===== src/sv/bsmm_pkg.sv =====
// Package for the block-sparse mask multiplier.
// Holds sizes, item and state structs and the rounded-product function.
// No dependencies; every other file uses it by scoped names.
package bsmm_pkg;

	localparam int ELEMS_PER_BLOCK = 4096;
	localparam int DATA_DEPTH = 1048576;

	localparam int IDX_W = (ELEMS_PER_BLOCK > 1) ? $clog2(ELEMS_PER_BLOCK) : 1;
	localparam int CNT_W = $clog2(DATA_DEPTH + 1);
	localparam int SUM_W = ((CNT_W > IDX_W) ? CNT_W : IDX_W) + 1;

	typedef struct packed {
		logic       first_of_mask;
		logic       a_uniform;
		logic [7:0] a_value;
		logic       b_uniform;
		logic [7:0] b_value;
		logic       last_in_block;
	} bsmm_in_t;

	typedef struct packed {
		logic [7:0]  product;
		logic        data_write;
		logic [19:0] data_address;
		logic        block_done;
		logic        block_dense;
		logic [7:0]  block_scalar;
		logic [19:0] block_start;
		logic [20:0] data_total;
		logic        data_full;
	} bsmm_out_t;

	typedef struct packed {
		logic [CNT_W-1:0] committed_bytes;
		logic [IDX_W-1:0] element_index;
		logic             all_equal_so_far;
		logic [7:0]       first_product;
		logic             overflow_seen;
	} bsmm_state_t;

	// (a*b + 127) / 255, divide done as (x + (x >> 8) + 1) >> 8, exact below 65536
	function automatic logic [7:0] rounded_product(input logic [7:0] a, input logic [7:0] b);
		logic [15:0] p;
		logic [16:0] x;
		logic [16:0] s;
		p = a * b;
		x = {1'b0, p} + 17'd127;
		s = x + {8'd0, x[16:8]} + 17'd1;
		return s[15:8];
	endfunction

endpackage


===== src/sv/bsmm_in_if.sv =====
// Element channel: valid/ready handshake carrying one input item.
// Depends on bsmm_pkg for the payload type.
interface bsmm_in_if;
	logic               valid;
	logic               ready;
	bsmm_pkg::bsmm_in_t data;

	modport source (output valid, output data, input ready);
	modport sink (input valid, input data, output ready);
endinterface


===== src/sv/bsmm_out_if.sv =====
// Result channel: valid/ready handshake carrying one result item.
// Depends on bsmm_pkg for the payload type.
interface bsmm_out_if;
	logic                valid;
	logic                ready;
	bsmm_pkg::bsmm_out_t data;

	modport source (output valid, output data, input ready);
	modport sink (input valid, input data, output ready);
endinterface


===== src/sv/bsmm_calc.sv =====
// Per-element datapath: product, data write, block classification, next state.
// Purely combinational; depends on bsmm_pkg.
module bsmm_calc (
	input  bsmm_pkg::bsmm_in_t    item,
	input  bsmm_pkg::bsmm_state_t cur,
	output bsmm_pkg::bsmm_out_t   res,
	output bsmm_pkg::bsmm_state_t nxt
);

	logic [7:0]                    prod;
	logic [bsmm_pkg::CNT_W-1:0]    cb;
	logic [bsmm_pkg::IDX_W-1:0]    idx;
	logic                          ovf;
	logic                          alleq;
	logic [7:0]                    first;
	logic                          skip;
	logic                          last;
	logic [bsmm_pkg::SUM_W-1:0]    addr_sum;
	logic                          fits;
	logic [bsmm_pkg::CNT_W-1:0]    room;
	logic [bsmm_pkg::SUM_W-1:0]    ext;
	logic [bsmm_pkg::SUM_W-1:0]    grow;
	logic [31:0]                   addr32;
	logic [31:0]                   cb32;
	logic [31:0]                   tot32;

	assign prod = bsmm_pkg::rounded_product(item.a_value, item.b_value);

	always_comb begin
		cb    = item.first_of_mask ? '0 : cur.committed_bytes;
		idx   = item.first_of_mask ? '0 : cur.element_index;
		ovf   = item.first_of_mask ? 1'b0 : cur.overflow_seen;
		alleq = item.first_of_mask ? 1'b1 : cur.all_equal_so_far;
		first = item.first_of_mask ? 8'd0 : cur.first_product;

		skip = (item.a_uniform && item.b_uniform) ||
		       (item.a_uniform && (item.a_value == 8'd0)) ||
		       (item.b_uniform && (item.b_value == 8'd0));
		last = item.last_in_block ||
		       (idx >= bsmm_pkg::IDX_W'(bsmm_pkg::ELEMS_PER_BLOCK - 1));

		addr_sum = bsmm_pkg::SUM_W'(cb) + bsmm_pkg::SUM_W'(idx);
		fits     = addr_sum < bsmm_pkg::SUM_W'(bsmm_pkg::DATA_DEPTH);
		room     = bsmm_pkg::CNT_W'(bsmm_pkg::DATA_DEPTH) - cb;
		ext      = bsmm_pkg::SUM_W'(idx) + bsmm_pkg::SUM_W'(1);
		grow     = (ext < bsmm_pkg::SUM_W'(room)) ? ext : bsmm_pkg::SUM_W'(room);
		addr32   = 32'(addr_sum);
		cb32     = 32'(cb);

		nxt.committed_bytes  = cb;
		nxt.overflow_seen    = ovf;
		nxt.all_equal_so_far = alleq;
		nxt.first_product    = first;
		nxt.element_index    = idx + bsmm_pkg::IDX_W'(1);

		res.product      = prod;
		res.data_write   = 1'b0;
		res.data_address = '0;
		res.block_done   = 1'b0;
		res.block_dense  = 1'b0;
		res.block_scalar = '0;
		res.block_start  = '0;

		if (!skip) begin
			if (idx == '0) begin
				nxt.first_product    = prod;
				nxt.all_equal_so_far = 1'b1;
			end else if (prod != first) begin
				nxt.all_equal_so_far = 1'b0;
			end
			if (fits) begin
				res.data_write   = 1'b1;
				res.data_address = addr32[19:0];
			end else begin
				nxt.overflow_seen = 1'b1;
			end
		end

		if (last) begin
			res.block_done = 1'b1;
			if (skip) begin
				res.block_scalar = (item.a_uniform && item.b_uniform) ? prod : 8'd0;
			end else if (nxt.all_equal_so_far) begin
				res.block_scalar = nxt.first_product;
			end else begin
				res.block_dense     = 1'b1;
				res.block_start     = cb32[19:0];
				nxt.committed_bytes = cb + bsmm_pkg::CNT_W'(grow);
			end
			nxt.element_index    = '0;
			nxt.all_equal_so_far = 1'b1;
			nxt.first_product    = 8'd0;
		end

		tot32          = 32'(nxt.committed_bytes);
		res.data_total = tot32[20:0];
		res.data_full  = nxt.overflow_seen;
	end

endmodule


===== src/sv/block_sparse_mask_multiplier.sv =====
// Top level of the block-sparse mask multiplier: input register, datapath, result register.
// Depends on bsmm_pkg, bsmm_in_if, bsmm_out_if and bsmm_calc.
//
//   channel | dir | handshake         | payload
//   elem    | in  | valid/ready       | bsmm_in_t, one mask element
//   res     | out | valid/ready       | bsmm_out_t, one result per element
//
// One item per cycle sustained while the result side is ready; each accepted item passes
// the input register and then the result register. The datapath between the input and
// result registers is one 8x8 multiply with a constant divide, plus one 22-bit add and
// compare for the data address. Reset clears valids and the block state. A stalled result
// holds in its register while the input register still accepts one more item.
module block_sparse_mask_multiplier (
	input logic       clk,
	input logic       arst_n,
	bsmm_in_if.sink   elem,
	bsmm_out_if.source res
);

	bsmm_pkg::bsmm_in_t    item_s1;
	logic                  valid_s1;
	bsmm_pkg::bsmm_out_t   out_s2;
	logic                  valid_s2;
	bsmm_pkg::bsmm_state_t state_q;
	bsmm_pkg::bsmm_out_t   calc_res;
	bsmm_pkg::bsmm_state_t calc_nxt;
	logic                  adv;

	bsmm_calc u_calc (
		.item (item_s1),
		.cur  (state_q),
		.res  (calc_res),
		.nxt  (calc_nxt)
	);

	assign adv        = valid_s1 && (!valid_s2 || res.ready);
	assign elem.ready = !valid_s1 || adv;
	assign res.valid  = valid_s2;
	assign res.data   = out_s2;

	always_ff @(posedge clk or negedge arst_n) begin
		if (!arst_n) begin
			valid_s1 <= 1'b0;
			valid_s2 <= 1'b0;
			state_q  <= '{committed_bytes: '0, element_index: '0, all_equal_so_far: 1'b1,
			              first_product: 8'd0, overflow_seen: 1'b0};
		end else begin
			if (elem.valid && elem.ready) begin
				valid_s1 <= 1'b1;
			end else if (adv) begin
				valid_s1 <= 1'b0;
			end
			if (adv) begin
				valid_s2 <= 1'b1;
				state_q  <= calc_nxt;
			end else if (res.ready) begin
				valid_s2 <= 1'b0;
			end
		end
	end

	always_ff @(posedge clk) begin
		if (elem.valid && elem.ready) begin
			item_s1 <= elem.data;
		end
		if (adv) begin
			out_s2 <= calc_res;
		end
	end

endmodule


===== src/flat_wrapper.sv =====
// flat-port wrapper written by rule: the top's interface ports become plain ports
module block_sparse_mask_multiplier_flat 
  (clk, arst_n, elem_valid, elem_data, elem_ready, res_valid, res_data, res_ready);
  bsmm_in_if elem_i ();
  bsmm_out_if res_i ();
  input logic clk;
  input logic arst_n;
  input wire logic [$bits(elem_i.valid)-1:0] elem_valid;
  input wire logic [$bits(elem_i.data)-1:0] elem_data;
  output wire logic [$bits(elem_i.ready)-1:0] elem_ready;
  output wire logic [$bits(res_i.valid)-1:0] res_valid;
  output wire logic [$bits(res_i.data)-1:0] res_data;
  input wire logic [$bits(res_i.ready)-1:0] res_ready;
  assign elem_i.valid = elem_valid;
  assign elem_i.data = elem_data;
  assign elem_ready = elem_i.ready;
  assign res_valid = res_i.valid;
  assign res_data = res_i.data;
  assign res_i.ready = res_ready;
  block_sparse_mask_multiplier u_core (.clk(clk), .arst_n(arst_n), .elem(elem_i), .res(res_i));
endmodule

===== config.mk =====
export PLATFORM = sky130hd
export DESIGN_NAME = block_sparse_mask_multiplier_flat
export DESIGN_NICKNAME = d
export VERILOG_FILES = /design/src/sv/bsmm_pkg.sv /design/src/sv/bsmm_in_if.sv /design/src/sv/bsmm_out_if.sv /design/src/sv/bsmm_calc.sv /design/src/sv/block_sparse_mask_multiplier.sv /design/src/flat_wrapper.sv
export SDC_FILE = /design/constraint.sdc
export NUM_CORES = 1
export LEC_CHECK = 0
export BUFFER_PORTS_ARGS = -buffer_cell sky130_fd_sc_hd__clkbuf_2
export CAP_MARGIN = 20
export CORE_MARGIN = 5
export CORE_UTILIZATION = 55
export CTS_CLUSTER_SIZE = 10
export DETAILED_ROUTE_END_ITERATION = 10
export GPL_TIMING_DRIVEN = 0
export PLACE_DENSITY_LB_ADDON = 0.12
export REMOVE_ABC_BUFFERS = 1
export SYNTH_ARGS = -nofsm -noshare
export SYNTH_HDL_FRONTEND = slang
export SYNTH_SLANG_ARGS = --single-unit

===== constraint.sdc =====
create_clock -name clk -period 9.1 [get_ports clk]
set_clock_uncertainty 0.05 [all_clocks]
set_input_delay 0.455 -clock clk [delete_from_list [all_inputs] [get_ports clk]]
set_output_delay 0.455 -clock clk [all_outputs]
set_load 0.05 [all_outputs]

==> results.toml <==
[power]
irDropWorstVdd_v = 0.0002339
power.switching_w = 0.001997
p_int_w = 0.002278
combPwrFrac = 0.625
pwr-share-clk = 0.160
seq_power_share = 0.215
power.leakage_nw = 5.896
p_sw_frac = 0.4671
cellPowerDensity_mw_per_mm2 = 333.6

[synth]
synth_area_per_cell_sq_um = 9.413
ys.flop_type = "edfxtp_1"
yosysUniqueCellTypes = 79
synth-edff-count = 101
synth_top_area_cell = "edfxtp_1"
synth_area_sq_mm = 0.01142
yosys_register_bits = 146
yosysSeqAreaShare = 0.3643
synth_top_area_share = 0.2656
synthArstFlopShare = 0.3082
yosys-top-cells-area = "edfxtp_1 27%, dfrtp_1 9.6%, ha_1 9.6%"
yosysWarnings = 0
syn_inst = 1213

[global_routing]
track_usage = 0.2247
grt_remaining_overflow = 0
grt_max_degree = 61
grt_pass1_vias = 8948
antenna_found_initial = 0
grt_pass1_wl_mm = 43.64

[worst_setup_path]
cp.required_ns = 9.35
cpMostUsedCell = "fa_1"
timing.rr.end = "u_core.state_q[31]"
crit_start = "u_core.item_s1[3]"
cp.arrival_ns = 8.84
r2r_start = "u_core.item_s1[3]"
crit_type = "flip-flop to flip-flop"
reg2reg_depth = 29
cp_max_fo = 46
cpMaxStageDelayCell = "edfxtp_1"
cp-start-kind = "flip-flop"
worst-r2r-setup-slack_ns = 0.51
cpPeakStageDelay_ns = 0.56
crit_path_end_kind = "flip-flop"

[detailed_routing]
wire_per_inst_um = 16.42
first_iter_violations = 529
vias = 8923
drt-total-wl_mm = 26.02
drc = 0
postRouteAntennaNets = 0
drtPass1Iterations = 5
viasPerCell = 5.630

[die]
core_sq_mm = 0.02036
chipHeight_um = 154.1
row_count = 52
io_pins = 107
fp.dieW_um = 154.1
die-area_sq_mm = 0.02374
initial_core_util = 0.5607

[layout]
drive_gt1_frac = 0.1407
n_antenna_cell = 0
mostFrequentLayoutCells = "149 x nand2_1, 128 x inv_1, 107 x clkbuf_2"
final_nets = 1458
mostFrequentLayoutCell = "nand2_1"
final_core_util = 0.6295
area_delta_synth_final_pct = 12.26

[sta]
finalHoldViolations = 0
hold_slack_ns = 0.1508
fin_ws_ns = 0.5099
final.period_utilization = 0.9440
worstMarginPinSlew_ns = 1.041
max_slew_margin = 0.3049
slew_viol_final = 0
rsz0062_at_grt = "no"
final.min_clock_period_ns = 8.590
setup_violations = 0
fmax_mhz = 116.4

[flow_run]
drv_cap = 0

[placement]
gp_congestion = 0.9059
io_buffers = 106
dpl.hpwl_mm = 19.83
dp_slack_ns = 0.3439

[cts]
cts_root_buf = "clkbuf_16"
clock-sinks = 146
cts_max_path_buffers = 2
post-cts-setup-buffer-count = 0
clock_latency_ns = 0.43
cts_tree = "done"
clk_pin_slew_worst_paths_ns = 0.07
cts-buffers-inserted = 17
htreeDepth = 4

[hold_path]
hold_depth = 1
hp-class = "primary input to flip-flop"
min-delay-start = "elem_data[3]"
hold_path_end = "u_core.item_s1[3]"

[run_status]
status = "finished, final reports clean"
==> area by class of cell <==
type | instances | area, sq um
Timing Repair Buffer | 115 | 684.4
Clock inverter | 15 | 146.4
Inverter | 131 | 494.2
Sequential cell | 146 | 4160
Clock buffer | 17 | 425.4
Fill cell | 1754 | 7546
Tap cell | 270 | 337.8
Multi-Input combinational cell | 891 | 6570
==> power groups by stage <==
stage                     logic [W]  clock network (W)  registers [W]
final                       0.00267           0.000684       0.000919
after global routing        0.00297           0.000726       0.000931
after CTS                   0.00267           0.000696       0.000919
after detailed placement    0.00265                  0       0.000932
after global placement      0.00259                  0       0.000934
after floorplan             0.00191                  0        0.00111
==> per-layer routing <==
layer / up-vias / share of wire / global-route usage
li1: 4403 / - / -
met1: 4301 / 0.44 / 0.2904
met2: 188 / 0.51 / 0.4025
met3: 31 / 0.041 / 0.02979
met4: 0 / 0.013 / 0.05088
met5: - / 0 / 0
==> critical path: cells and delay by family (launching register included) <==
family | cells | cell delay (ns)
AOI/OAI and AO/OA | 12 | 2.85
xor gates and xnor gates | 2 | 0.48
adders and majority gates | 6 | 2.70
buffers and inverters | 4 | 0.41
DFF | 1 | 0.56
and+or+nand+nor | 5 | 1.37
==> state kept, by name, summed over array words and instances (netlist names) <==
register / count
u_core.res.valid: 1
u_core.valid_s1: 1
u_core.state_q: 43
u_core.res.data: 81
u_core.item_s1: 20
==> kinds of logic after synthesis <==
family,share of synthesized area
AND/OR/NAND/NOR,0.1837
AO/OA/AOI/OAI,0.1416
buffers and inverters,0.06103
flip-flops,0.3643
adder cells (fa/ha/maj),0.1736
XOR/XNOR,0.05709
multiplexers,0.01841
other,0.0003284
==> through the flow <==
| step | total power [W] | cell area [sq um] | std cells | TNS [ns] |
|---|---|---|---|---|
| 5_1_grt | 0.004629 | 12820 | 1585 | 0 |
| 3_3_place_gp | 0.003528 | 12090 | 1544 | -1.503 |
| 3_5_place_dp | 0.003580 | 12230 | 1551 | 0 |
| 6_report | 0.004276 | 12820 | 1585 | 0 |
| 2_1_floorplan | 0.003017 | 11220 | 1168 | 0 |
| 4_1_cts | 0.004285 | 12810 | 1584 | 0 |
==> cells in the mapped netlist, types with 4 or more instances <==
| cell | count |
|---|---|
| mux2_2 | 8 |
| nand2b_1 | 11 |
| and2_1 | 48 |
| or2_2 | 12 |
| xnor2_1 | 45 |
| nor3b_1 | 6 |
| clkbuf_1 | 35 |
| nor3_1 | 24 |
| a21o_1 | 17 |
| o21ai_1 | 14 |
| o211ai_1 | 7 |
| a21oi_1 | 47 |
| inv_1 | 129 |
| and3_1 | 10 |
| nand3_1 | 20 |
| nor2b_1 | 21 |
| a211o_1 | 5 |
| nand2_1 | 149 |
| fa_1 | 44 |
| o31ai_1 | 13 |
| a31o_2 | 4 |
| nand3b_1 | 8 |
| nor2_1 | 80 |
| ha_1 | 88 |
| or3_1 | 9 |
| a31oi_1 | 4 |
| dfrtp_1 | 44 |
| mux2i_1 | 12 |
| edfxtp_1 | 101 |
| nor4_1 | 11 |
| o21ai_0 | 43 |
| a21boi_0 | 4 |
| xor2_1 | 19 |
| buf_1 | 4 |
| o22ai_1 | 26 |
| o21bai_1 | 8 |
| nand4_1 | 9 |
| o21a_1 | 8 |
==> worst max path at each step <==
stage | endpoint | slack (ns)
global route | u_core.state_q[28] | 0.002
global placement | u_core.res.data[19] | -0.41
CTS | u_core.res.data[19] | 0.27
floorplan | u_core.state_q[22] | 1.26
detailed placement | u_core.res.data[19] | 0.34
finish | u_core.state_q[31] | 0.51
==> repair_timing <==
action / CTS / global route
setup endpoints to repair: 0 / 5
gates resized for setup: 0 / 1
hold buffers: 1 / 0
endpoints found under the hold margin: 15 / 0
(Power assumes the default switching activity.)
